--- config.mk ---
export PLATFORM = sky130hd
export DESIGN_NAME = accel_axis_decimal_display_top
export DESIGN_NICKNAME = d
export VERILOG_FILES = /design/src/design/aadd_pkg.sv /design/src/design/accel_axis_decimal_display_top.sv /design/src/design/aadd_front.sv /design/src/design/aadd_digits.sv
export SDC_FILE = /design/constraint.sdc
export NUM_CORES = 1
export LEC_CHECK = 0
export ABC_CLOCK_PERIOD_IN_PS = 19000
export BUFFER_PORTS_ARGS = -buffer_cell sky130_fd_sc_hd__buf_2
export CAP_MARGIN = 20
export CORE_MARGIN = 1
export CORE_UTILIZATION = 38
export CTS_CLUSTER_SIZE = 8
export DETAILED_ROUTE_END_ITERATION = 8
export PLACE_DENSITY_LB_ADDON = 0.3
export SYNTH_ARGS = -nofsm -noshare
export SYNTH_HDL_FRONTEND = slang
export SYNTH_SLANG_ARGS = --single-unit
--- constraint.sdc ---
create_clock -name clk -period 19 [get_ports clk]
set_clock_uncertainty 0.15 [all_clocks]
set_input_delay 1.9 -clock clk [delete_from_list [all_inputs] [get_ports clk]]
set_output_delay 1.9 -clock clk [all_outputs]
set_load 0.1 [all_outputs]
--- src/design/aadd_pkg.sv ---
// Package: widths, codes, payload type and constant-divide helpers for the axis decimal display.
`default_nettype none
package aadd_pkg;

  localparam int SAMPLE_BITS = 13;
  localparam int PROD_W      = SAMPLE_BITS + 6;
  localparam int RECIP_W     = 18;

  localparam logic       MODE_SAMPLE = 1'b0;
  localparam logic       MODE_BUTTON = 1'b1;

  localparam logic [1:0] AXIS_X = 2'd0;
  localparam logic [1:0] AXIS_Y = 2'd1;
  localparam logic [1:0] AXIS_Z = 2'd2;

  localparam logic [RECIP_W-1:0] RECIP_1E1 = 18'd209716;
  localparam int                 SHIFT_1E1 = 21;
  localparam logic [RECIP_W-1:0] RECIP_1E2 = 18'd167773;
  localparam int                 SHIFT_1E2 = 24;
  localparam logic [RECIP_W-1:0] RECIP_1E3 = 18'd134218;
  localparam int                 SHIFT_1E3 = 27;
  localparam logic [RECIP_W-1:0] RECIP_1E4 = 18'd214749;
  localparam int                 SHIFT_1E4 = 31;
  localparam logic [PROD_W-1:0]  LIMIT_1E5 = PROD_W'(100000);

  typedef struct packed {
    logic                   negative;
    logic [SAMPLE_BITS-1:0] mag;
    logic [1:0]             axis;
  } sample_t;

  function automatic logic [PROD_W-1:0] div_const(
    input logic [PROD_W-1:0]  p,
    input logic [RECIP_W-1:0] recip,
    input int                 shift
  );
    logic [PROD_W+RECIP_W-1:0] prod;
    logic [PROD_W+RECIP_W-1:0] shifted;
    prod    = {{RECIP_W{1'b0}}, p} * {{PROD_W{1'b0}}, recip};
    shifted = prod >> shift;
    return shifted[PROD_W-1:0];
  endfunction

  function automatic logic [3:0] digit_of(
    input logic [PROD_W-1:0] q_lo,
    input logic [PROD_W-1:0] q_hi
  );
    logic [PROD_W-1:0] diff;
    diff = q_lo - (q_hi << 3) - (q_hi << 1);
    return diff[3:0];
  endfunction

endpackage
`default_nettype wire

--- src/design/accel_axis_decimal_display_top.sv ---
// Top level: accelerometer axis decimal display.
//
// Input channel (in_valid/in_ready) carries one beat per event. mode 0 is a
// sample tick with raw_x, raw_y, raw_z; mode 1 is a button press that steps
// the axis selector X -> Y -> Z -> X and produces no result beat.
// Output channel (out_valid/out_ready) carries one beat per sample tick:
// negative flag, five decimal digits of trunc(39*|v|/10) in milli-g, and
// the axis shown.
// A sample is held first in the input register, then in the result
// register, and out_valid rises when the result register takes it.
// Throughput: one beat per cycle while out_ready stays high; the scale
// and digit split is a single combinational pass of parallel constant
// multiplies between the two registers.
// Reset: clears both valid flags and sets the selector to X.
// Stall: with out_ready low, the result register holds and the input
// register can still take one more sample; a button press is taken
// whenever in_ready is high.
`default_nettype none
module accel_axis_decimal_display_top import aadd_pkg::*; (
  input  wire logic               clk,
  input  wire logic               rst,
  input  wire logic               in_valid,
  output logic                    in_ready,
  input  wire logic               mode,
  input  wire logic signed [12:0] raw_x,
  input  wire logic signed [12:0] raw_y,
  input  wire logic signed [12:0] raw_z,
  output logic                    out_valid,
  input  wire logic               out_ready,
  output logic                    negative,
  output logic [3:0]              digit_units,
  output logic [3:0]              digit_tens,
  output logic [3:0]              digit_hundreds,
  output logic [3:0]              digit_thousands,
  output logic [3:0]              digit_ten_thousands,
  output logic [1:0]              axis_shown
);

  logic       s_valid;
  logic       s_ready;
  sample_t    s_data;
  logic [1:0] axis_select;

  aadd_front u_front (
    .clk         (clk),
    .rst         (rst),
    .in_valid    (in_valid),
    .in_ready    (in_ready),
    .mode        (mode),
    .raw_x       (raw_x),
    .raw_y       (raw_y),
    .raw_z       (raw_z),
    .s_valid     (s_valid),
    .s_ready     (s_ready),
    .s_data      (s_data),
    .axis_select (axis_select)
  );

  aadd_digits u_digits (
    .clk                 (clk),
    .rst                 (rst),
    .s_valid             (s_valid),
    .s_ready             (s_ready),
    .s_data              (s_data),
    .out_valid           (out_valid),
    .out_ready           (out_ready),
    .negative            (negative),
    .digit_units         (digit_units),
    .digit_tens          (digit_tens),
    .digit_hundreds      (digit_hundreds),
    .digit_thousands     (digit_thousands),
    .digit_ten_thousands (digit_ten_thousands),
    .axis_shown          (axis_shown)
  );

  a_axis_range: assert property (@(posedge clk) disable iff (rst)
    axis_select != 2'd3)
    else $error("axis selector left its range");

  a_axis_step: assert property (@(posedge clk) disable iff (rst)
    (in_valid && in_ready && mode == MODE_BUTTON) |=>
      (axis_select == (($past(axis_select) == AXIS_Z) ? AXIS_X : $past(axis_select) + 2'd1)))
    else $error("button press did not step the axis selector");

  a_digit_range: assert property (@(posedge clk) disable iff (rst)
    out_valid |-> (digit_units <= 4'd9 && digit_tens <= 4'd9 && digit_hundreds <= 4'd9 &&
                   digit_thousands <= 4'd9 && digit_ten_thousands <= 4'd1))
    else $error("decimal digit out of range");

  a_neg_nonzero: assert property (@(posedge clk) disable iff (rst)
    (out_valid && negative) |-> (digit_units != 4'd0 || digit_tens != 4'd0 ||
                                 digit_hundreds != 4'd0 || digit_thousands != 4'd0 ||
                                 digit_ten_thousands != 4'd0))
    else $error("negative flag on a zero magnitude");

endmodule
`default_nettype wire

--- src/design/aadd_front.sv ---
// Input stage: axis selector, axis mux, sign and magnitude register.
`default_nettype none
module aadd_front import aadd_pkg::*; (
  input  wire logic                   clk,
  input  wire logic                   rst,
  input  wire logic                   in_valid,
  output logic                        in_ready,
  input  wire logic                   mode,
  input  wire logic signed [12:0]     raw_x,
  input  wire logic signed [12:0]     raw_y,
  input  wire logic signed [12:0]     raw_z,
  output logic                        s_valid,
  input  wire logic                   s_ready,
  output sample_t                     s_data,
  output logic [1:0]                  axis_select
);

  logic [12:0]            raw_sel;
  logic [SAMPLE_BITS-1:0] v;
  logic                   v_neg;
  logic [SAMPLE_BITS-1:0] v_mag;
  logic [1:0]             axis_select_next;
  logic                   accept;

  assign in_ready = !s_valid || s_ready;
  assign accept   = in_valid && in_ready;

  always_comb begin
    case (axis_select)
      AXIS_X:  raw_sel = raw_x;
      AXIS_Y:  raw_sel = raw_y;
      default: raw_sel = raw_z;
    endcase
  end

  assign v                = raw_sel[SAMPLE_BITS-1:0];
  assign v_neg            = v[SAMPLE_BITS-1];
  assign v_mag            = v_neg ? (~v + SAMPLE_BITS'(1)) : v;
  assign axis_select_next = (axis_select >= AXIS_Z) ? AXIS_X : (axis_select + 2'd1);

  always_ff @(posedge clk) begin
    if (rst) begin
      axis_select <= AXIS_X;
      s_valid     <= 1'b0;
    end else if (accept) begin
      if (mode == MODE_BUTTON) begin
        axis_select <= axis_select_next;
        s_valid     <= 1'b0;
      end else begin
        s_valid     <= 1'b1;
      end
    end else if (s_ready) begin
      s_valid <= 1'b0;
    end
  end

  always_ff @(posedge clk) begin
    if (accept && mode == MODE_SAMPLE) begin
      s_data.negative <= v_neg;
      s_data.mag      <= v_mag;
      s_data.axis     <= axis_select;
    end
  end

endmodule
`default_nettype wire

--- src/design/aadd_digits.sv ---
// Result stage: scale to milli-g, split into decimal digits, result register.
`default_nettype none
module aadd_digits import aadd_pkg::*; (
  input  wire logic  clk,
  input  wire logic  rst,
  input  wire logic  s_valid,
  output logic       s_ready,
  input  wire sample_t s_data,
  output logic       out_valid,
  input  wire logic  out_ready,
  output logic       negative,
  output logic [3:0] digit_units,
  output logic [3:0] digit_tens,
  output logic [3:0] digit_hundreds,
  output logic [3:0] digit_thousands,
  output logic [3:0] digit_ten_thousands,
  output logic [1:0] axis_shown
);

  logic [PROD_W-1:0] mag_ext;
  logic [PROD_W-1:0] p;
  logic [PROD_W-1:0] q1;
  logic [PROD_W-1:0] q2;
  logic [PROD_W-1:0] q3;
  logic [PROD_W-1:0] q4;
  logic [PROD_W-1:0] q5;
  logic              accept;

  assign s_ready = !out_valid || out_ready;
  assign accept  = s_valid && s_ready;

  // p = 39 * magnitude; q_k = p / 10^k
  assign mag_ext = PROD_W'(s_data.mag);
  assign p       = (mag_ext << 5) + (mag_ext << 2) + (mag_ext << 1) + mag_ext;
  assign q1      = div_const(p, RECIP_1E1, SHIFT_1E1);
  assign q2      = div_const(p, RECIP_1E2, SHIFT_1E2);
  assign q3      = div_const(p, RECIP_1E3, SHIFT_1E3);
  assign q4      = div_const(p, RECIP_1E4, SHIFT_1E4);
  assign q5      = (p >= LIMIT_1E5) ? PROD_W'(1) : PROD_W'(0);

  always_ff @(posedge clk) begin
    if (rst) begin
      out_valid <= 1'b0;
    end else if (accept) begin
      out_valid <= 1'b1;
    end else if (out_ready) begin
      out_valid <= 1'b0;
    end
  end

  always_ff @(posedge clk) begin
    if (accept) begin
      negative            <= s_data.negative;
      digit_units         <= digit_of(q1, q2);
      digit_tens          <= digit_of(q2, q3);
      digit_hundreds      <= digit_of(q3, q4);
      digit_thousands     <= digit_of(q4, q5);
      digit_ten_thousands <= q5[3:0];
      axis_shown          <= s_data.axis;
    end
  end

endmodule
`default_nettype wire
==> qor.yml, run 1 <==
route:
  highest_layer: "met4"
  vias_per_cell: 4.82
  drt-met1-wl_um: 22500
  wl_met2_um: 23700
  firstDrtPassIters: 5
  dr_wl_met3_um: 3580
  postRouteAntennaNets: 0
  drt-wirelength-per-cell_um: 18.8
  vias: 13200
  drc: 0
  wl_um: 51600
  first_iter_violations: 632
sta:
  slew_headroom_pct: 35.7
  whs_ps: 276
  setup_viol: 0
  finalCritPeriodShare_pct: 62.6
  period_needed_ps: 11890
  tns_ps: 0
  slew_violations: 0
  finalHoldViolations: 0
  tightest_slew_ps: 959
  max_freq_ghz: 0.0841
  rsz0062_at_grt: "no"
  post-route-worst-setup-slack_ps: 7110
grt:
  antenna_found_initial: 0
  grt_pass1_vias: 14500
  grt_pass1_wl_um: 82600
  grt_max_degree: 31
  grt_use_total_pct: 20.8
  gr-total-overflow: 0
synthesis:
  ys_ff_latch: 40
  syn_avg_cell_area_um2: 9.97
  yosysUniqueCellTypes: 75
  synth_ff_type: "edfxtp_1"
  syn_area_mm2: 0.0197
  synth_edf_count: 36
  syn_inst: 1973
  ys_warn_count: 0
  synth-async-reset-ratio_pct: 0
  ys_seq_area_share_pct: 5.90
floorplan:
  die_h_um: 230
  row_count: 83
  core_mm2: 0.0512
  io_pins: 69
  dieArea_mm2: 0.0527
  start_util_pct: 38.4
  die_w_um: 230
critical_path:
  required_ps: 18900
  cp.arrival_ps: 11790
  start_kind: "flop"
  crit_type: "reg2reg"
  crit_start: "u_front.s_data[3]"
  r2r_slack_ps: 7110
  cpPeakStageDelay_ps: 750
  r2r-start: "u_front.s_data[3]"
  cp-end-kind: "flop"
  cp_max_fo: 12
  ff2ff_path_depth: 37
  timing.rr.end: "u_digits.digit_hundreds[3]"
  crit_slowest_cell: "ha_1"
cts:
  cts_root_buf: "clkbuf_16"
  ctsHoldBuffers: 0
  path_clk_slew_ps: 70
  cts-htree-levels: 2
  clk_latency_ps: 300
  cts_resized: 0
  cts_buffer_depth: 2
  cts_setup_buffers: 0
  cts.sinks: 40
  cts_tree: "built"
  cts_buffers: 5
place:
  pre_cts_ws_ps: 7170
  port_buffers: 65
  dpl.hpwl_um: 45100
  finalWeightedCongestion: 0.983
final_layout:
  nets: 2912
  final_util_pct: 41.5
  diodes: 0
  fillers: 5034
  area_growth_syn_to_layout_pct: 7.97
  drive_gt1_share_pct: 5.96
run:
  drv_cap: 0
worst_hold_path:
  min_to: "u_digits.axis_shown[0]"
  min_from: "u_front.s_data[0]"
  hold_class: "reg2reg"
  min_delay_path_depth: 0
run_status:
  status: "complete, no violations"
==> layout make-up <==
class	instances	area (µm²)	share of cell area (%)
Multi-Input combinational cell	1239	15900	75.1
Inverter	685	2570	12.1
Sequential cell	40	1160	5.47
Tap cell	680	851	4.01
Timing Repair Buffer	91	541	2.54
Clock buffer	5	125	0.589
Clock inverter	3	47.5	0.224
==> critical path: cells and delay by family, from the launching register on <==
family / cells / cell delay [ps]
AOI/OAI and AO/OA: 6 / 1840
xor gates and xnor gates: 7 / 1810
adders and majority gates: 12 / 5190
buffers and inverters: 7 / 1120
DFF: 1 / 440
and+or+nand+nor: 5 / 1050
==> cells in the mapped netlist, drive strengths merged (7+ instances only) <==
cell,n,area share (%)
a21o,24,0.92
a211oi,9,0.37
nand4,9,0.29
nand3,11,0.28
inv,685,13
o21bai,7,0.27
nor3,7,0.20
mux2i,13,0.66
xnor2,72,3.3
edfxtp,36,5.5
nor2,45,0.86
nand2,44,0.84
ha,425,27
o21ai,29,0.78
a21oi,52,1.3
xor2,26,1.2
fa,381,39
==> cell usage in the layout, fill, tap and decap left out, types with 11 or more instances in the layout <==
| cell type | n |
|---|---|
| a21o_1 | 24 |
| a21oi_1 | 52 |
| buf_2 | 65 |
| buf_4 | 25 |
| edfxtp_1 | 36 |
| fa_1 | 381 |
| ha_1 | 425 |
| inv_1 | 684 |
| mux2i_1 | 13 |
| nand2_1 | 44 |
| nand3_1 | 11 |
| nor2_1 | 45 |
| o21ai_0 | 25 |
| xnor2_1 | 65 |
| xor2_1 | 25 |
==> worst max-delay path by stage <==
stage	endpoint	slack [ps]
2_1_floorplan	u_digits.digit_hundreds[3]	8950
3_3_place_gp	u_digits.digit_hundreds[3]	7530
3_5_place_dp	u_digits.digit_hundreds[3]	7170
4_1_cts	u_digits.digit_hundreds[3]	7150
5_1_grt	u_digits.digit_hundreds[3]	6380
6_report	u_digits.digit_hundreds[3]	7110
==> cells by family after synthesis <==
family / Yosys count / synth area share [%]
adders and majority gates: 806 / 65.8
buffers and inverters: 696 / 13.3
AOI/OAI and AO/OA: 164 / 5.67
and+or+nand+nor: 153 / 3.85
xor gates and xnor gates: 100 / 4.76
DFF: 40 / 5.90
muxes: 13 / 0.661
other: 1 / 0.0191
==> metal layers <==
metal | global-route usage (%) | up-vias
met5 | 0 | -
met4 | 7.19 | 0
met3 | 4.97 | 83
met2 | 33.4 | 324
met1 | 27.3 | 6618
li1 | - | 6196
==> registers in the layout, summed over array words and instances, names as in the netlist <==
register	flops
u_front.s_data	16
u_front.s_valid	1
u_digits.digit_ten_thousands	1
u_digits.digit_hundreds	4
u_digits.out_valid	1
u_digits.digit_units	4
u_digits.digit_tens	4
u_digits.digit_thousands	4
u_digits.axis_shown	2
u_front.axis_select	2
u_digits.negative	1
==> through the flow <==
step | cells | instance area [µm²]
final | 2743 | 21200
after floorplan | 1975 | 19700
after global placement | 2734 | 21000
after detailed placement | 2734 | 21000
after CTS | 2742 | 21200
after global routing | 2743 | 21200
Power of run 1 is not shown: default switching activity piles up to over one toggle a cycle in this logic, so the estimate is an artifact.
==> run 2, diff against run 1 <==
Settings changed: ABC_AREA set to 1, ABC_CLOCK_PERIOD_IN_PS 19000 to 10400.
Clock period 19 ns to 10.4 ns, I/O delays scaled along.
==> qor.yml, run 2 <==
run_status:
  status: "complete, no violations"
critical_path:
  crit_type: "reg2reg"
  crit_slowest_cell: "fa_1"
  cp-end-kind: "flop"
  r2r-start: "u_front.s_data[3]"
  required_ps: 10350
  ff2ff_path_depth: 43
  r2r_slack_ps: 430
  cpPeakStageDelay_ps: 560
  start_kind: "flop"
  crit_buf_inv: 11
  timing.rr.end: "u_digits.digit_units[3]"
  cp_max_fo: 10
  crit_family: "adder cells"
  cp.arrival_ps: 9920
floorplan:
  die_h_um: 241
  start_util_pct: 38.4
  core_mm2: 0.0563
  dieArea_mm2: 0.0579
  io_pins: 69
  die_w_um: 241
  row_count: 87
route:
  postRouteAntennaNets: 0
  wl_um: 67500
  drt-wirelength-per-cell_um: 19.6
  firstDrtPassIters: 5
  vias_per_cell: 4.92
  drc: 0
  first_iter_violations: 1050
  vias: 17000
grt:
  grt_use_total_pct: 24.4
  grt_pass1_wl_um: 103000
  grt_max_degree: 21
  grt_pass1_vias: 17600
  gr-total-overflow: 0
  antenna_found_initial: 9
synthesis:
  synth-xor-area-share_pct: 2.52
  yosysTopAreaCell: "fa_1"
  syn_avg_cell_area_um2: 8.38
  yosysUniqueCellTypes: 43
  synth_area_leaders: "fa_1 35%, ha_1 25%, inv_1 14%"
  ys_seq_area_share_pct: 5.37
  synthDominantCellAreaShare_pct: 35.3
  yosys.area_share.simple_pct: 13.0
  synth-async-reset-ratio_pct: 0
  yosysMostFrequentCell: "inv_1"
  synth_edf_count: 36
  synth_top_family_by_area: "adder cells"
  syn_area_mm2: 0.0216
  muxShareOfSynthArea_pct: 0
  synthTopCellsByCount: "813 x inv_1, 425 x ha_1, 393 x nand2_1, 381 x fa_1, 113 x nor2_1"
  synth_ff_type: "edfxtp_1"
  ys_ff_latch: 40
  ys_warn_count: 0
  synth_fa_ha_area_share_pct: 59.9
  syn_inst: 2580
  synth_compound_area_share_pct: 4.79
final_layout:
  largest_reg_flops: 16
  final_common_cell: "inv_1"
  multi_input_area_mm2: 0.0174
  fin_cells: 3444
  final_cell_mix: "810 x inv_1, 423 x ha_1, 393 x nand2_1, 381 x fa_1, 112 x nor2_1"
  largest-register: "u_front.s_data"
  drive_gt1_share_pct: 5.47
  fillers: 5720
  regArea_mm2: 0.00116
  area_growth_syn_to_layout_pct: 8.22
  nets: 3536
  postLayoutCellArea_mm2: 0.0234
place:
  dp.cells: 3426
  finalWeightedCongestion: 1.01
  place_area_mm2: 0.0231
  port_buffers: 65
  dpl.hpwl_um: 60400
sta:
  period_needed_ps: 9970
  finalHoldViolations: 0
  slew_headroom_pct: 27.5
  rsz0062_at_grt: "no"
  tns_ps: 0
  tightest_slew_ps: 1090
  slew_violations: 0
  max_freq_ghz: 0.100
  setup_viol: 0
  finalCritPeriodShare_pct: 95.9
cts:
  cts_tree: "built"
  cts_root_buf: "clkbuf_16"
  cts.sinks: 40
  path_clk_slew_ps: 100
  cts_buffers: 5
  cts-htree-levels: 2
  clk_latency_ps: 320
  cts_buffer_depth: 2
  ctsHoldBuffers: 0
worst_hold_path:
  hold_class: "reg2reg"
  min_delay_path_depth: 0
  min_from: "u_front.s_data[0]"
  min_to: "u_digits.axis_shown[0]"
run:
  drv_cap: 0
-- run 2: routing by layer --
metal	part of all wire (%)	global-route usage [%]	vias to the layer above
li1	-	-	7987
met5	0.14	0	-
met2	45	38.9	545
met1	43	32.3	8282
met3	8.1	5.75	132
met4	3.9	8.16	12
-- run 2: stage by stage --
stage | worst slack [ps] | utilization, % | hold WS [ps]
floorplan | 1490 | - | 250
global placement | 427 | 41.1 | 253
detailed placement | 362 | 41.1 | 256
CTS | 327 | 41.4 | 293
global route | 12.6 | 41.6 | 294
finish | 429 | 41.6 | 295
-- run 2: timing repair --
item,in CTS,in global routing
gates resized for setup,0,6
buffers inserted,0,9
endpoints found under the hold margin,0,0
setup endpoints to repair,0,1
-- run 2: kinds of logic after synthesis --
| logic type | Yosys count |
|---|---|
| buf+inv | 824 |
| flops | 40 |
| simple gates | 670 |
| compound gates | 179 |
| xor+xnor | 60 |
| other cells | 1 |
| fa+ha+maj | 806 |
-- run 2: cell type report --
cell class                 count  area share (%)
timing repair buffer         105            2.67
antenna                        1          0.0107
multi-input combinational   1718            74.4
inverter                     816            13.1
sequential                    40            4.96
clock buffer                   5           0.535
tap                          756            4.04
clock inverter                 3           0.198
-- run 2: how the worst max path moves through the flow --
stage / startpoint / end / depth (start not counted)
after global routing: u_front.s_data[3] / u_digits.digit_units[3] / 46
after detailed placement: u_front.s_data[3] / u_digits.digit_units[3] / 46
after global placement: u_front.s_data[3] / u_digits.digit_units[3] / 46
after floorplan: u_front.s_data[2] / u_digits.digit_units[3] / 36
after CTS: u_front.s_data[3] / u_digits.digit_units[3] / 46
final: u_front.s_data[3] / u_digits.digit_units[3] / 43
Power of run 2 is left out for the same reason.
==> run 3, diff against run 2 <==
Settings changed: ABC_AREA 1 to not set, PLACE_DENSITY_LB_ADDON 0.3 to 0.25.
==> qor.yml, run 3 (synthesis results as in run 1) <==
final_layout:
  nets: 2981
  drive_gt1_share_pct: 10.4
  final_common_cell: "inv_1"
  final_cell_mix: "677 x inv_1, 414 x ha_1, 380 x fa_1, 90 x buf_4, 65 x buf_2"
  largest_reg_flops: 16
  diodes: 0
  postLayoutCellArea_mm2: 0.0219
  fin_cells: 2812
  area_growth_syn_to_layout_pct: 11.4
  largest-register: "u_front.s_data"
  final_util_pct: 42.8
worst_hold_path:
  min_delay_path_depth: 0
  min_to: "u_digits.axis_shown[0]"
  hold_class: "reg2reg"
  min_from: "u_front.s_data[0]"
route:
  vias_per_cell: 4.76
  vias: 13400
  drt-wirelength-per-cell_um: 19.2
  drc: 0
  firstDrtPassIters: 5
  wl_um: 53900
  postRouteAntennaNets: 0
  first_iter_violations: 648
cts:
  path_clk_slew_ps: 60
  cts_buffer_depth: 2
  cts_root_buf: "clkbuf_16"
  clk_latency_ps: 290
  cts_buffers: 5
  cts_tree: "built"
  cts.sinks: 40
  cts-htree-levels: 2
critical_path:
  crit_slowest_cell: "fa_1"
  required_ps: 10290
  r2r_slack_ps: 390
  cpMostUsedCell: "xnor2_1"
  ff2ff_path_depth: 41
  cp.arrival_ps: 9910
  cpPeakStageDelay_ps: 550
  crit_type: "reg2reg"
  r2r-start: "u_front.s_data[7]"
  crit_family: "adder cells"
  timing.rr.end: "u_digits.digit_units[3]"
  start_kind: "flop"
  cp-end-kind: "flop"
  crit_buf_inv: 11
  crit_start: "u_front.s_data[7]"
  cp_max_fo: 6
sta:
  max_freq_ghz: 0.0999
  slew_violations: 0
  slew_headroom_pct: 38.3
  setup_viol: 0
  finalCritPeriodShare_pct: 96.3
  tightest_slew_ps: 926
  period_needed_ps: 10010
  finalHoldViolations: 0
  tns_ps: 0
run_status:
  status: "complete, no violations"
place:
  place_area_mm2: 0.0214
  port_buffers: 65
  dp.cells: 2787
  finalWeightedCongestion: 0.964
  dpl.hpwl_um: 48300
floorplan:
  die_h_um: 230
  io_pins: 69
  start_util_pct: 38.4
  die_w_um: 230
  dieArea_mm2: 0.0527
  core_mm2: 0.0512
  row_count: 83
grt:
  antenna_found_initial: 0
  grt_max_degree: 31
  grt_use_total_pct: 21.5
  gr-total-overflow: 0
  grt_pass1_vias: 14900
  grt_pass1_wl_um: 84900
run:
  drv_cap: 0
-- run 3: worst reg2reg max path: cells and delay by family, from the launching register on --
| family | cells | cell delay [ps] |
|---|---|---|
| AOI/OAI and AO/OA | 5 | 650 |
| buffers and inverters | 11 | 1320 |
| and+or+nand+nor | 4 | 640 |
| DFF | 1 | 430 |
| xor gates and xnor gates | 10 | 1920 |
| adders and majority gates | 11 | 4650 |
-- run 3: how the worst max path moves through the flow --
stage                                       endpoint  slack, ps  cells after the start
after floorplan           u_digits.digit_hundreds[3]        350                     34
after global placement    u_digits.digit_hundreds[3]        180                     38
after detailed placement  u_digits.digit_hundreds[3]        -30                     38
after CTS                 u_digits.digit_hundreds[3]         40                     38
after global routing         u_digits.digit_units[3]        -10                     40
final                        u_digits.digit_units[3]        390                     41
-- run 3: layout make-up --
cell class                      count  area [µm²]
Clock buffer                        5         125
Clock inverter                      3        18.8
Fill cell                        5020       29300
Inverter                          685        2570
Multi-Input combinational cell   1239       16100
Sequential cell                    40        1160
Tap cell                          680         851
Timing Repair Buffer              160        1080
-- run 3: timing repair --
item                       4_1_cts  5_1_grt
buffers inserted                 0       16
setup endpoints to repair        1        3
hold buffers                     0        0
pin swaps                        1       14
resized for setup                2       39
-- run 3: per-stage QoR --
step / hold slack, ps / worst slack (ps)
5_1_grt: 276 / -11.5
3_3_place_gp: 252 / 179
4_1_cts: 270 / 39.0
3_5_place_dp: 255 / -28.8
2_1_floorplan: 250 / 351
6_report: 269 / 387
-- run 3: routing by layer --
metal,wire length (µm),vias up,part of all wire [%],GRT usage (%)
met5,0,-,0,0
met4,1910,0,3.5,7.10
met3,3700,96,6.9,4.77
met2,25000,328,46,35.3
met1,23300,6644,43,28.0
li1,-,6327,-,-
Power of run 3 is left out for the same reason.
